File: config.mk
export PLATFORM = sky130hd
export DESIGN_NAME = scaled_rotated_glyph_plotter
export DESIGN_NICKNAME = d
export VERILOG_FILES = /design/src/rtl/srgp_pkg.sv /design/src/rtl/srgp_front.sv /design/src/rtl/srgp_queue.sv /design/src/rtl/srgp_back.sv /design/src/rtl/scaled_rotated_glyph_plotter.sv
export SDC_FILE = /design/constraint.sdc
export NUM_CORES = 1
export LEC_CHECK = 0
export BUFFER_PORTS_ARGS = -buffer_cell sky130_fd_sc_hd__buf_2
export CAP_MARGIN = 10
export CORE_ASPECT_RATIO = 0.9
export CORE_MARGIN = 5
export CORE_UTILIZATION = 63
export DETAILED_ROUTE_END_ITERATION = 8
export HOLD_SLACK_MARGIN = 0.1
export PLACE_DENSITY = 0.8
export SETUP_SLACK_MARGIN = 0.3
export SYNTH_ARGS = -nofsm -noshare
export SYNTH_HDL_FRONTEND = slang
export SYNTH_SLANG_ARGS = --single-unit
File: constraint.sdc
create_clock -name clk -period 12.31 [get_ports clk]
set_input_delay 1.8465 -clock clk [delete_from_list [all_inputs] [get_ports clk]]
set_output_delay 1.8465 -clock clk [all_outputs]
set_load 0.05 [all_outputs]
File: src/rtl/srgp_pkg.sv
// Shared types and constants for the scaled, rotated glyph plotter.
// Used by every module of the block; depends on nothing.
`default_nettype none
package srgp_pkg;

	localparam int DEF_PANEL_WIDTH = 800;
	localparam int DEF_PANEL_HEIGHT = 480;
	localparam int DEF_MAX_SCALE = 8;

	localparam int VW = 18;
	localparam int MAG_W = 4;
	localparam int SUB_W = 3;
	localparam int QUEUE_DEPTH = 4;
	localparam int CFG_IDX_W = 3;
	localparam int CFG_DATA_W = 12;

	localparam logic [CFG_IDX_W-1:0] CFG_ORIGIN_X = 3'd0;
	localparam logic [CFG_IDX_W-1:0] CFG_ORIGIN_Y = 3'd1;
	localparam logic [CFG_IDX_W-1:0] CFG_MAGNIFICATION = 3'd2;
	localparam logic [CFG_IDX_W-1:0] CFG_ROTATION = 3'd3;
	localparam logic [CFG_IDX_W-1:0] CFG_INK_COLOR = 3'd4;
	localparam logic [CFG_IDX_W-1:0] CFG_GLYPH_WIDTH = 3'd5;

	localparam logic [1:0] ROT_90 = 2'd1;
	localparam logic [1:0] ROT_270 = 2'd2;

	typedef struct packed {
		logic [11:0] origin_x;
		logic [11:0] origin_y;
		logic [MAG_W-1:0] magnification;
		logic [1:0] rotation;
		logic [3:0] ink_color;
		logic [5:0] glyph_width;
	} cfg_t;

	typedef struct packed {
		logic [VW-1:0] base_x;
		logic [VW-1:0] base_y;
		logic [MAG_W-1:0] mag;
	} block_t;

endpackage
`default_nettype wire

File: src/rtl/srgp_front.sv
// Front end: accepts glyph pixels, drops empty ones and computes the block origin.
// Depends on srgp_pkg.
`default_nettype none
module srgp_front
	import srgp_pkg::*;
#(
	parameter int MAX_SCALE = DEF_MAX_SCALE
) (
	input wire logic clk,
	input wire logic arst_n,
	input wire cfg_t cfg,
	input wire logic in_valid,
	output logic in_stall,
	input wire logic [5:0] char_pos,
	input wire logic [4:0] glyph_row,
	input wire logic [4:0] glyph_col,
	input wire logic pixel_filled,
	input wire logic q_full,
	output logic push,
	output block_t push_data
);

	logic en;
	logic [MAG_W-1:0] mag_eff;
	logic v_s1, v_s2;
	logic [11:0] pg_s1;
	logic [7:0] colm_s1, rowm_s1;
	logic [MAG_W-1:0] mag_s1, mag_s2;
	logic [VW-1:0] bx_s2, by_s2;
	logic [15:0] pgm;
	logic [VW-1:0] ox_ext, oy_ext;

	assign en = !(v_s2 && q_full);
	assign in_stall = !en;
	assign mag_eff = (cfg.magnification > MAG_W'(MAX_SCALE)) ? MAG_W'(MAX_SCALE)
		: cfg.magnification;
	assign pgm = 16'(pg_s1 * mag_s1);
	assign ox_ext = {{(VW-12){cfg.origin_x[11]}}, cfg.origin_x};
	assign oy_ext = {{(VW-12){cfg.origin_y[11]}}, cfg.origin_y};

	always_ff @(posedge clk or negedge arst_n) begin
		if (!arst_n) begin
			v_s1 <= 1'b0;
			v_s2 <= 1'b0;
		end else if (en) begin
			v_s1 <= in_valid && pixel_filled && (mag_eff != '0);
			v_s2 <= v_s1;
		end
	end

	always_ff @(posedge clk) begin
		if (en) begin
			pg_s1 <= 12'(char_pos * cfg.glyph_width);
			colm_s1 <= 8'(glyph_col * mag_eff);
			rowm_s1 <= 8'(glyph_row * mag_eff);
			mag_s1 <= mag_eff;
			bx_s2 <= ox_ext + VW'(pgm) + VW'(colm_s1);
			by_s2 <= oy_ext + VW'(rowm_s1);
			mag_s2 <= mag_s1;
		end
	end

	assign push = v_s2 && en;
	assign push_data = '{base_x: bx_s2, base_y: by_s2, mag: mag_s2};

endmodule
`default_nettype wire

File: src/rtl/srgp_queue.sv
// Short queue of pending blocks between the front and back ends.
// Depends on srgp_pkg.
`default_nettype none
module srgp_queue
	import srgp_pkg::*;
(
	input wire logic clk,
	input wire logic arst_n,
	input wire logic push,
	input wire block_t push_data,
	input wire logic pop,
	output logic full,
	output logic empty,
	output block_t head
);

	localparam int PTR_W = $clog2(QUEUE_DEPTH);
	localparam int CNT_W = $clog2(QUEUE_DEPTH + 1);

	block_t mem_q [QUEUE_DEPTH];
	logic [PTR_W-1:0] wr_ptr_q, rd_ptr_q;
	logic [CNT_W-1:0] count_q;

	assign full = (count_q == CNT_W'(QUEUE_DEPTH));
	assign empty = (count_q == '0);
	assign head = mem_q[rd_ptr_q];

	always_ff @(posedge clk or negedge arst_n) begin
		if (!arst_n) begin
			wr_ptr_q <= '0;
			rd_ptr_q <= '0;
			count_q <= '0;
		end else begin
			if (push) begin
				wr_ptr_q <= wr_ptr_q + 1'b1;
			end
			if (pop) begin
				rd_ptr_q <= rd_ptr_q + 1'b1;
			end
			if (push && !pop) begin
				count_q <= count_q + 1'b1;
			end else if (pop && !push) begin
				count_q <= count_q - 1'b1;
			end
		end
	end

	always_ff @(posedge clk) begin
		if (push) begin
			mem_q[wr_ptr_q] <= push_data;
		end
	end

endmodule
`default_nettype wire

File: src/rtl/srgp_back.sv
// Back end: walks each block one write a cycle unless out_stall holds it, rotates and forms the buffer address.
// Depends on srgp_pkg.
`default_nettype none
module srgp_back
	import srgp_pkg::*;
#(
	parameter int PANEL_WIDTH = DEF_PANEL_WIDTH,
	parameter int PANEL_HEIGHT = DEF_PANEL_HEIGHT
) (
	input wire logic clk,
	input wire logic arst_n,
	input wire cfg_t cfg,
	input wire logic q_empty,
	input wire block_t q_head,
	output logic pop,
	output logic out_valid,
	input wire logic out_stall,
	output logic [17:0] byte_address,
	output logic high_nibble,
	output logic [3:0] pixel_color,
	output logic in_panel,
	output logic last
);

	localparam int PW_W = $clog2(PANEL_WIDTH + 1);
	localparam int LIN_RAW = 12 + PW_W + 1;
	localparam int LIN_W = (LIN_RAW > 19) ? LIN_RAW : 19;
	localparam logic [VW-1:0] PW_V = VW'(PANEL_WIDTH);
	localparam logic [VW-1:0] PH_V = VW'(PANEL_HEIGHT);

	logic en;
	logic busy_q;
	logic [VW-1:0] bx_q, by_q;
	logic [MAG_W-1:0] mag_q;
	logic [SUB_W-1:0] sx_q, sy_q;
	logic row_end, blk_end, load;
	logic [VW-1:0] vx, vy, nx, ny;
	logic v_s1, last_s1;
	logic [VW-1:0] nx_s1, ny_s1;
	logic on_panel;
	logic [LIN_W-1:0] lin;

	assign en = !(out_valid && out_stall);
	assign row_end = (MAG_W'(sx_q) == mag_q - 1'b1);
	assign blk_end = row_end && (MAG_W'(sy_q) == mag_q - 1'b1);
	assign load = en && (!busy_q || blk_end) && !q_empty;
	assign pop = load;

	assign vx = bx_q + VW'(sx_q);
	assign vy = by_q + VW'(sy_q);

	always_comb begin
		priority if (cfg.rotation == ROT_90) begin
			nx = PW_V - 1'b1 - vy;
			ny = vx;
		end else if (cfg.rotation == ROT_270) begin
			nx = vy;
			ny = PH_V - 1'b1 - vx;
		end else begin
			nx = vx;
			ny = vy;
		end
	end

	assign on_panel = !nx_s1[VW-1] && ($signed(nx_s1) < $signed(PW_V))
		&& !ny_s1[VW-1] && ($signed(ny_s1) < $signed(PH_V));
	assign lin = LIN_W'(ny_s1[11:0]) * LIN_W'(PANEL_WIDTH) + LIN_W'(nx_s1[11:0]);

	always_ff @(posedge clk or negedge arst_n) begin
		if (!arst_n) begin
			busy_q <= 1'b0;
			sx_q <= '0;
			sy_q <= '0;
			v_s1 <= 1'b0;
			out_valid <= 1'b0;
		end else if (en) begin
			v_s1 <= busy_q;
			out_valid <= v_s1;
			if (load) begin
				busy_q <= 1'b1;
				sx_q <= '0;
				sy_q <= '0;
			end else if (busy_q) begin
				if (blk_end) begin
					busy_q <= 1'b0;
				end else if (row_end) begin
					sx_q <= '0;
					sy_q <= sy_q + 1'b1;
				end else begin
					sx_q <= sx_q + 1'b1;
				end
			end
		end
	end

	always_ff @(posedge clk) begin
		if (load) begin
			bx_q <= q_head.base_x;
			by_q <= q_head.base_y;
			mag_q <= q_head.mag;
		end
		if (en) begin
			nx_s1 <= nx;
			ny_s1 <= ny;
			last_s1 <= blk_end;
			byte_address <= on_panel ? lin[18:1] : '0;
			high_nibble <= on_panel && !nx_s1[0];
			in_panel <= on_panel;
			pixel_color <= cfg.ink_color;
			last <= last_s1;
		end
	end

endmodule
`default_nettype wire

File: src/rtl/scaled_rotated_glyph_plotter.sv
// Top level of the scaled, rotated glyph plotter: configuration registers and wiring.
// Depends on srgp_pkg, srgp_front, srgp_queue and srgp_back.
//
// Input beats carry one glyph pixel on char_pos, glyph_row, glyph_col and
// pixel_filled under in_valid and in_stall. An unfilled pixel, or any pixel
// while the magnification is zero, yields no output. A filled pixel yields
// mag x mag output beats, row by row, each a nibble write with its byte
// address, nibble select, color, in-panel flag and a last flag on the final one.
// Magnification above MAX_SCALE is treated as MAX_SCALE.
// A block passes from the front end through the queue to the back end, which walks it.
// The back end emits one write per cycle unless out_stall holds it, mag x mag
// writes for a filled pixel; the front end takes one input beat per cycle while
// in_stall is low and parks up to four blocks in a queue while the back end is busy.
// When out_stall is high with out_valid set, the output beat holds and the back
// end freezes; once the queue is full and a further block waits to enter it, in_stall rises.
// Reset empties the pipeline and queue and loads the default register values.
// Registers are written through cfg_wr_en, cfg_index and cfg_data; the user must
// write them only while the block is idle, which the block itself does not enforce.
`default_nettype none
module scaled_rotated_glyph_plotter
	import srgp_pkg::*;
#(
	parameter int PANEL_WIDTH = DEF_PANEL_WIDTH,
	parameter int PANEL_HEIGHT = DEF_PANEL_HEIGHT,
	parameter int MAX_SCALE = DEF_MAX_SCALE
) (
	input wire logic clk,
	input wire logic arst_n,
	input wire logic cfg_wr_en,
	input wire logic [CFG_IDX_W-1:0] cfg_index,
	input wire logic [CFG_DATA_W-1:0] cfg_data,
	input wire logic in_valid,
	output logic in_stall,
	input wire logic [5:0] char_pos,
	input wire logic [4:0] glyph_row,
	input wire logic [4:0] glyph_col,
	input wire logic pixel_filled,
	output logic out_valid,
	input wire logic out_stall,
	output logic [17:0] byte_address,
	output logic high_nibble,
	output logic [3:0] pixel_color,
	output logic in_panel,
	output logic last
);

	cfg_t cfg_q;
	logic push, pop, q_full, q_empty;
	block_t push_data, q_head;

	always_ff @(posedge clk or negedge arst_n) begin
		if (!arst_n) begin
			cfg_q <= '{origin_x: 12'd0, origin_y: 12'd0, magnification: 4'd1,
				rotation: 2'd0, ink_color: 4'd1, glyph_width: 6'd17};
		end else if (cfg_wr_en) begin
			unique case (cfg_index)
				CFG_ORIGIN_X: cfg_q.origin_x <= cfg_data[11:0];
				CFG_ORIGIN_Y: cfg_q.origin_y <= cfg_data[11:0];
				CFG_MAGNIFICATION: cfg_q.magnification <= cfg_data[3:0];
				CFG_ROTATION: cfg_q.rotation <= cfg_data[1:0];
				CFG_INK_COLOR: cfg_q.ink_color <= cfg_data[3:0];
				CFG_GLYPH_WIDTH: cfg_q.glyph_width <= cfg_data[5:0];
				default: ;
			endcase
		end
	end

	srgp_front #(
		.MAX_SCALE(MAX_SCALE)
	) u_front (
		.clk(clk),
		.arst_n(arst_n),
		.cfg(cfg_q),
		.in_valid(in_valid),
		.in_stall(in_stall),
		.char_pos(char_pos),
		.glyph_row(glyph_row),
		.glyph_col(glyph_col),
		.pixel_filled(pixel_filled),
		.q_full(q_full),
		.push(push),
		.push_data(push_data)
	);

	srgp_queue u_queue (
		.clk(clk),
		.arst_n(arst_n),
		.push(push),
		.push_data(push_data),
		.pop(pop),
		.full(q_full),
		.empty(q_empty),
		.head(q_head)
	);

	srgp_back #(
		.PANEL_WIDTH(PANEL_WIDTH),
		.PANEL_HEIGHT(PANEL_HEIGHT)
	) u_back (
		.clk(clk),
		.arst_n(arst_n),
		.cfg(cfg_q),
		.q_empty(q_empty),
		.q_head(q_head),
		.pop(pop),
		.out_valid(out_valid),
		.out_stall(out_stall),
		.byte_address(byte_address),
		.high_nibble(high_nibble),
		.pixel_color(pixel_color),
		.in_panel(in_panel),
		.last(last)
	);

endmodule
`default_nettype wire
==> qor.log, run 1 <==
qor: clock_tree.number_of_buffers_added_by_the_clock_tree_synthesis_step 38
qor: place.placement.cell_area 21700 um^2
qor: critical_path.setup.worst_path.start_class flop
qor: clock_tree.post_cts_resized 0
qor: layout.most_used_cells_in_the_layout_excluding_fill_and_tap_cells 304 x sky130_fd_sc_hd__edfxtp_1, 172 x sky130_fd_sc_hd__inv_1, 146 x sky130_fd_sc_hd__ha_1
qor: clock_tree.tritoncts_clock_tree done
qor: route.iteration_0_drc_markers 891
qor: power.switchingPower 0.00282 W
qor: place.place.gp.congestion 0.860
qor: synth.synth_top_flop_cell sky130_fd_sc_hd__edfxtp_1
qor: power.power.sequential.fraction 31.0%
qor: layout.final_net_count 2003
qor: power.netSwitchingFraction 40.7%
qor: sta.final_hold_viol_count 0
qor: synth.synth_cells 1675
qor: critical_path.setup.worst_path.class flop to flop
qor: place.dp_hpwl 28800 um
qor: synth.synth_warnings 0
qor: power.clkPwrFrac 15.9%
qor: sta.rsz0062_at_grt false
qor: route.detail_route.first_pass.iterations 5
qor: power.pwr-share-comb 53.1%
qor: clock_tree.cts_root_buffer sky130_fd_sc_hd__clkbuf_16
qor: route.remaining_drc_errors 0
qor: synth.yosysUniqueCellTypes 81
qor: power.power_density 303 nW/um^2
qor: route.routedWlPerCell 18.3 um
qor: layout.share_of_layout_cells_above_drive_strength_1 12.8%
qor: layout.final_cell_area 22900 um^2
qor: power.p_leak 9.45 nW
qor: global_route.initial_antenna_violation_count 4
qor: run_status.run_status finished, final reports clean
qor: synth.avgSynthCellArea 12.5 um^2
qor: clock_tree.postCtsSetupRepairBufs 0
qor: synth.synthArstFlopShare 16.0%
qor: critical_path.worstPathRequired 12.56 ns
qor: layout.fillerInstances 2196
qor: min_path.holdCritPathClass flop to flop
qor: critical_path.critPathCaptureType flop
qor: synth.postSynthRegisterBits 362
qor: layout.layout_commonest_cell sky130_fd_sc_hd__edfxtp_1
qor: synth.number_of_flops_mapped_to_enable_cells_by_yosys 304
qor: floorplanning.boundaryPins 64
qor: clock_tree.clock_insertion_delay_worst_skew 0.53 ns
qor: place.place_ws 6.68 ns
qor: clock_tree.htreeDepth 2
qor: sta.finalWorstSetupSlack 6.69 ns
qor: sta.worst_clock_skew 0.0180 ns
qor: place.buffer_ports.inserted 63
qor: clock_tree.ctsLongestPathBuffers 3
qor: synth.synth_sequential_area_ratio 50.7%
qor: sta.max_slew.worst_pin.slew 1.15 ns
qor: floorplanning.core_ar 32800 um^2
qor: route.via_count 12941
qor: floorplanning.std_cell_rows 63
qor: sta.max_clock_freq 0.178 GHz
qor: sta.timing.final.crit_share 45.7%
qor: global_route.via_count_of_the_first_global_routing_pass 13343
qor: clock_tree.cts_hold_buffers_added 0
qor: critical_path.critPathArrivalTime 5.88 ns
qor: power.vdd_ir_drop_max 0.000233 V
qor: sta.fin_setup_tns 0 ns
qor: global_route.global_route.usage.total 22.4%
qor: sta.finalWorstPathRequiredPeriod 5.62 ns
qor: global_route.grt_pass1_wl 67600 um
qor: synth.syn-num-nets 1928
qor: critical_path.timing.critical_path.fanout_max 13
qor: clock_tree.cts.sink_count 362
qor: flow_run.max_cap_viol_count 0
qor: sta.final_max_slew_viol_count 0
qor: synth.synth.cell_area 20900 um^2
qor: global_route.globalRoute.totalOverflow 0
qor: floorplanning.floorplan.die.height 183 um
qor: route.wl 40300 um
qor: power.p_int 0.00411 W
qor: route.post_drt_via_cell_ratio 5.87
qor: clock_tree.cts.clk_slew.worst_paths 0.06 ns
qor: floorplanning.fp.dieW 202 um
qor: floorplanning.die_area 36900 um^2
qor: layout.area_growth 9.66%
qor: floorplanning.initial_core_util 63.6%
qor: route.final_antenna_net_count 0
qor: global_route.grt_max_degree 68
qor: sta.maxSlewHeadroom 23.2%
qor: sta.finalSetupViolCount 0
## worst max-delay path, stage by stage (launching register included)
cell and delay [ns]:
sky130_fd_sc_hd__edfxtp_1 0.55, sky130_fd_sc_hd__nand2_1 0.13, sky130_fd_sc_hd__fa_1 0.55, sky130_fd_sc_hd__inv_1 0.05, sky130_fd_sc_hd__fa_1 0.55, sky130_fd_sc_hd__ha_1 0.35, sky130_fd_sc_hd__a21o_1 0.18, sky130_fd_sc_hd__a21oi_1 0.24
sky130_fd_sc_hd__o21bai_1 0.10, sky130_fd_sc_hd__a21oi_1 0.18, sky130_fd_sc_hd__xor2_1 0.11, sky130_fd_sc_hd__fa_1 0.49, sky130_fd_sc_hd__inv_1 0.04, sky130_fd_sc_hd__ha_1 0.22, sky130_fd_sc_hd__or3_1 0.41, sky130_fd_sc_hd__o31ai_1 0.53
sky130_fd_sc_hd__nor3_1 0.15, sky130_fd_sc_hd__o41ai_1 0.39, sky130_fd_sc_hd__xnor2_1 0.12
## final cells by class
cell class                 instances  area (um^2)  area share, %
clock buffer                      50         1040           4.53
antenna                            1         2.50         0.0109
sequential                       362        10600           46.3
inverter                         173          649           2.84
tap                              422          528           2.31
clock inverter                    20          179          0.782
timing repair buffer              75          405           1.77
multi-input combinational       1100         9490           41.5
## cell families (layout without fill, tap and decap cells)
group           Yosys count  in the layout  synth area share [%]
simple gates            413            413                  10.0
flops                   362            362                  50.7
compound gates          264            264                  8.40
fa+ha+maj               217            217                  15.5
buf+inv                 213            318                  3.87
xor+xnor                126            126                  5.29
mux                      80             80                  6.15
other cells               0              1                     0
## Yosys cell counts, drive strengths merged, types with 10 or more instances
cell type	count	area, um^2
fa	70	1400
xor2	36	315
mux4	35	788
a21oi	62	310
nand2b	11	68.8
inv	173	649
and2	84	526
edfxtp	304	9130
nor3	18	90.1
a211oi	12	113
ha	146	1830
o21bai	12	90.1
o21ai	68	340
nand2	128	483
dfrtp	54	1350
xnor2	90	788
clkbuf	34	129
mux2i	10	100
mux2	35	394
nor2b	12	75.1
o21a	16	120
a21o	25	189
o211ai	10	75.1
nand3	21	105
nor2	82	310
## metal layers
metal	up-vias	GRT usage, %	routed length (um)
met1	6346	28.7	16900
met5	-	0	34
li1	6145	-	-
met2	356	40.4	20300
met4	6	5.82	965
met3	88	3.41	2030
## stage by stage
step | cells | total power (W) | hold WS, ns | utilization [%]
finish | 2203 | 0.00693 | 0.419 | 69.8
global route | 2203 | 0.00752 | 0.435 | 69.8
CTS | 2202 | 0.00694 | 0.420 | 69.7
detailed placement | 2132 | 0.00579 | 0.407 | 66.0
global placement | 2132 | 0.00562 | 0.405 | 66.0
floorplan | 1675 | 0.00501 | 0.400 | -
## power groups by stage
stage,registers [W],clock network [W],logic [W]
after floorplan,0.00208,0,0.00293
after global placement,0.00213,0,0.00348
after CTS,0.00215,0.00111,0.00368
after detailed placement,0.00216,0,0.00363
after global routing,0.00219,0.00117,0.00415
final,0.00215,0.00110,0.00368
## worst paths after layout
path	end	slack (ns)	cells after the start	startpoint
setup / recovery	u_front.bx_s2[17]$_DFFE_PN_	6.69	18	u_front.mag_s1[3]$_DFFE_PN_
hold / removal	u_back.last$_DFFE_PN_	0.42	0	u_back.last_s1$_DFFE_PN_
setup reg to reg	u_front.bx_s2[17]$_DFFE_PN_	6.69	18	u_front.mag_s1[3]$_DFFE_PN_
hold reg to reg	u_back.last$_DFFE_PN_	0.42	0	u_back.last_s1$_DFFE_PN_
max in group asynchronous	u_queue.rd_ptr_q[0]$_DFFE_PN0P_	10.22	2	arst_n
min in group asynchronous	cfg_q[16]$_DFFE_PN0P_	1.49	2	arst_n
## sequential cells by signal (all words and copies together) (netlist names), 8 cells and up
signal               cells
u_back.by_q             13
u_front.colm_s1          8
u_back.nx_s1            18
u_front.by_s2           13
u_back.byte_address     18
u_back.ny_s1            18
u_front.pg_s1           12
u_front.rowm_s1          8
u_back.bx_q             18
u_front.bx_s2           18
u_queue.mem_q          140
cfg_q                   40
Note: power is estimated with default switching activity, not from simulation.
==> run 2, diff against run 1 <==
==> constraint.sdc (replaced) <==
create_clock -name clk -period 5.65 [get_ports clk]
set_input_delay 0.8475 -clock clk [delete_from_list [all_inputs] [get_ports clk]]
set_output_delay 0.8475 -clock clk [all_outputs]
set_load 0.05 [all_outputs]
==> qor.log, run 2 (synthesis results as in run 1) <==
qor: run_status.run_status finished, final reports clean
qor: layout.area_growth 10.1%
qor: clock_tree.number_of_buffers_added_by_the_clock_tree_synthesis_step 38 [unchanged]
qor: global_route.grt_pass1_wl 67700 um [about the same]
qor: floorplanning.boundaryPins 64 [unchanged]
qor: global_route.globalRoute.totalOverflow 0 [unchanged]
qor: route.detail_route.first_pass.iterations 5 [unchanged]
qor: sta.max_clock_freq 0.194 GHz [+9.1%]
qor: route.via_count 12998 [+0.44%]
qor: layout.final_net_count 2011 [+0.40%]
qor: clock_tree.tritoncts_clock_tree done
qor: layout.fillerInstances 2181 [-0.68%]
qor: route.routedWlPerCell 18.6 um [+1.5%]
qor: layout.top_registers u_queue.mem_q: 140 flops, cfg_q: 40 flops
qor: layout.most_used_cells_in_the_layout_excluding_fill_and_tap_cells 304 x sky130_fd_sc_hd__edfxtp_1, 172 x sky130_fd_sc_hd__inv_1, 144 x sky130_fd_sc_hd__ha_1
qor: global_route.grt-busiest-layer met2
qor: global_route.initial_antenna_violation_count 2 [-2]
qor: place.dp_hpwl 29100 um [+0.93%]
qor: route.iteration_0_drc_markers 791 [-11%]
qor: global_route.grtUsageMet3 3.61% [+0.20 points]
qor: global_route.via_count_of_the_first_global_routing_pass 13366 [+0.17%]
qor: clock_tree.cts_hold_buffers_added 0 [unchanged]
qor: place.place.gp.congestion 0.869 [+1.0%]
qor: sta.finalSetupViolCount 0 [unchanged]
qor: critical_path.critPathArrivalTime 5.41 ns [-0.47 ns]
qor: layout.layout_commonest_cell sky130_fd_sc_hd__edfxtp_1
qor: floorplanning.floorplan.die.height 183 um [unchanged]
qor: floorplanning.initial_core_util 63.6% [unchanged]
qor: sta.final_hold_viol_count 0 [unchanged]
qor: sta.fin_setup_tns 0 ns [unchanged]
qor: layout.largest_register_ffs 140 [unchanged]
qor: critical_path.worstPathRequired 5.91 ns [-6.65 ns]
qor: sta.final_max_slew_viol_count 0 [unchanged]
qor: route.final_antenna_net_count 0 [unchanged]
qor: floorplanning.core_ar 32800 um^2 [unchanged]
qor: place.buffer_ports.inserted 63 [unchanged]
qor: critical_path.crit_path_slowest_cell sky130_fd_sc_hd__fa_1
qor: floorplanning.fp.dieW 202 um [unchanged]
qor: sta.finalWorstPathRequiredPeriod 5.16 ns [-0.467 ns]
qor: global_route.grt_max_degree 68 [unchanged]
qor: critical_path.setup.worst_path.start_class flop
qor: global_route.gr_met2_demand_resource 41.0% [+0.61 points]
qor: route.remaining_drc_errors 0 [unchanged]
qor: clock_tree.cts_root_buffer sky130_fd_sc_hd__clkbuf_16
qor: route.wl 41000 um [+1.8%]
qor: clock_tree.cts.clk_slew.worst_paths 0.06 ns [about the same]
qor: floorplanning.die_area 36900 um^2 [unchanged]
qor: critical_path.cp_cell_sequence nand2_1 -> fa_1 -> inv_1 -> fa_1 -> fa_1 -> a21o_1 -> a21oi_2 -> o21bai_1 -> a21oi_2 -> o211ai_1 -> or4_1 -> nand4_1 -> ha_1 -> ha_2 -> a21oi_1 -> o21ai_1 -> o41ai_2 -> xnor2_1
qor: critical_path.timing.critical_path.fanout_max 5 [-8]
qor: flow_run.max_cap_viol_count 0 [unchanged]
qor: sta.max_slew.worst_pin.slew 1.17 ns [+0.0178 ns]
qor: global_route.global_route.usage.total 22.6% [+0.12 points]
qor: layout.top_register u_queue.mem_q
qor: clock_tree.cts.sink_count 362 [unchanged]
qor: clock_tree.clock_insertion_delay_worst_skew 0.53 ns [about the same]
qor: route.post_drt_via_cell_ratio 5.88 [+0.12%]
qor: floorplanning.std_cell_rows 63 [unchanged]
qor: clock_tree.ctsLongestPathBuffers 3 [unchanged]
qor: sta.timing.final.crit_share 91.3% [+46 points]
qor: global_route.grt_use_met1 28.7% [-0.068 points]
qor: layout.share_of_layout_cells_above_drive_strength_1 13.7% [+0.95 points]
qor: sta.rsz0062_at_grt false
qor: clock_tree.htreeDepth 2 [unchanged]
qor: sta.maxSlewHeadroom 22.0% [-1.2 points]
qor: layout.insertedDiodeCount 0 [-1]
qor: critical_path.setup.worst_path.class flop to flop
qor: sta.worst_clock_skew 0.0183 ns [+0.000247 ns]
qor: critical_path.most_used_cell_cp sky130_fd_sc_hd__fa_1
qor: critical_path.critPathCaptureType flop
qor: critical_path.cpPeakStageDelay 0.55 ns [about the same]
qor: min_path.holdCritPathClass flop to flop
==> run 2: through the flow <==
step	instance area (um^2)	std cells	utilization (%)	setup slack [ns]	hold slack, ns
floorplan	20900	1675	-	0.527	0.400
global placement	21700	2133	66.1	0.390	0.402
detailed placement	21700	2133	66.1	0.125	0.427
CTS	22900	2208	69.9	0.313	0.441
global route	23000	2210	70.0	0.292	0.445
finish	23000	2210	70.0	0.494	0.438
==> run 2: cell type report <==
| type | instances | area (um^2) | share of cell area [%] |
|---|---|---|---|
| Inverter | 173 | 649 | 2.83 |
| Multi-Input combinational cell | 1100 | 9510 | 41.4 |
| Clock buffer | 47 | 1000 | 4.37 |
| Clock inverter | 23 | 223 | 0.970 |
| Timing Repair Buffer | 83 | 465 | 2.03 |
| Sequential cell | 362 | 10600 | 46.1 |
| Tap cell | 422 | 528 | 2.30 |
==> run 2: repair_timing <==
| action | in CTS | in global routing |
|---|---|---|
| resized for setup | 0 | 7 |
| setup endpoints to repair | 2 | 3 |
| pin swaps | 0 | 2 |
| hold endpoints to repair | 0 | 0 |
| setup buffers | 5 | 2 |
==> run 2: path summary, 6_finish.rpt <==
kind | startpoint | endpoint | slack (ns) | cells after the start
max | u_front.pg_s1[0]$_DFFE_PN_ | u_front.bx_s2[17]$_DFFE_PN_ | 0.49 | 18
min | u_back.last_s1$_DFFE_PN_ | u_back.last$_DFFE_PN_ | 0.44 | 0
max reg2reg | u_front.pg_s1[0]$_DFFE_PN_ | u_front.bx_s2[17]$_DFFE_PN_ | 0.49 | 18
min reg2reg | u_back.last_s1$_DFFE_PN_ | u_back.last$_DFFE_PN_ | 0.44 | 0
max in group asynchronous | arst_n | u_queue.rd_ptr_q[0]$_DFFE_PN0P_ | 4.58 | 2
min in group asynchronous | arst_n | cfg_q[16]$_DFFE_PN0P_ | 0.49 | 2
==> run 2: layer usage <==
| layer | vias up | part of all wire [%] |
|---|---|---|
| met5 | - | 0.061 |
| met2 | 337 | 52 |
| met3 | 71 | 5.0 |
| met1 | 6405 | 41 |
| met4 | 4 | 1.9 |
| li1 | 6181 | - |
==> run 2: critical path: cells and delay by family, from the launching register on <==
family	cells	cell delay, ns
AOI/OAI and AO/OA	8	1.56
xor gates and xnor gates	1	0.12
adders and majority gates	5	2.13
DFF	1	0.41
buffers and inverters	1	0.06
and+or+nand+nor	3	0.62
Power of run 2 is left out: the tool's default activity adds up to more than one toggle a clock period on the data nets, which glitch-free logic cannot reach.
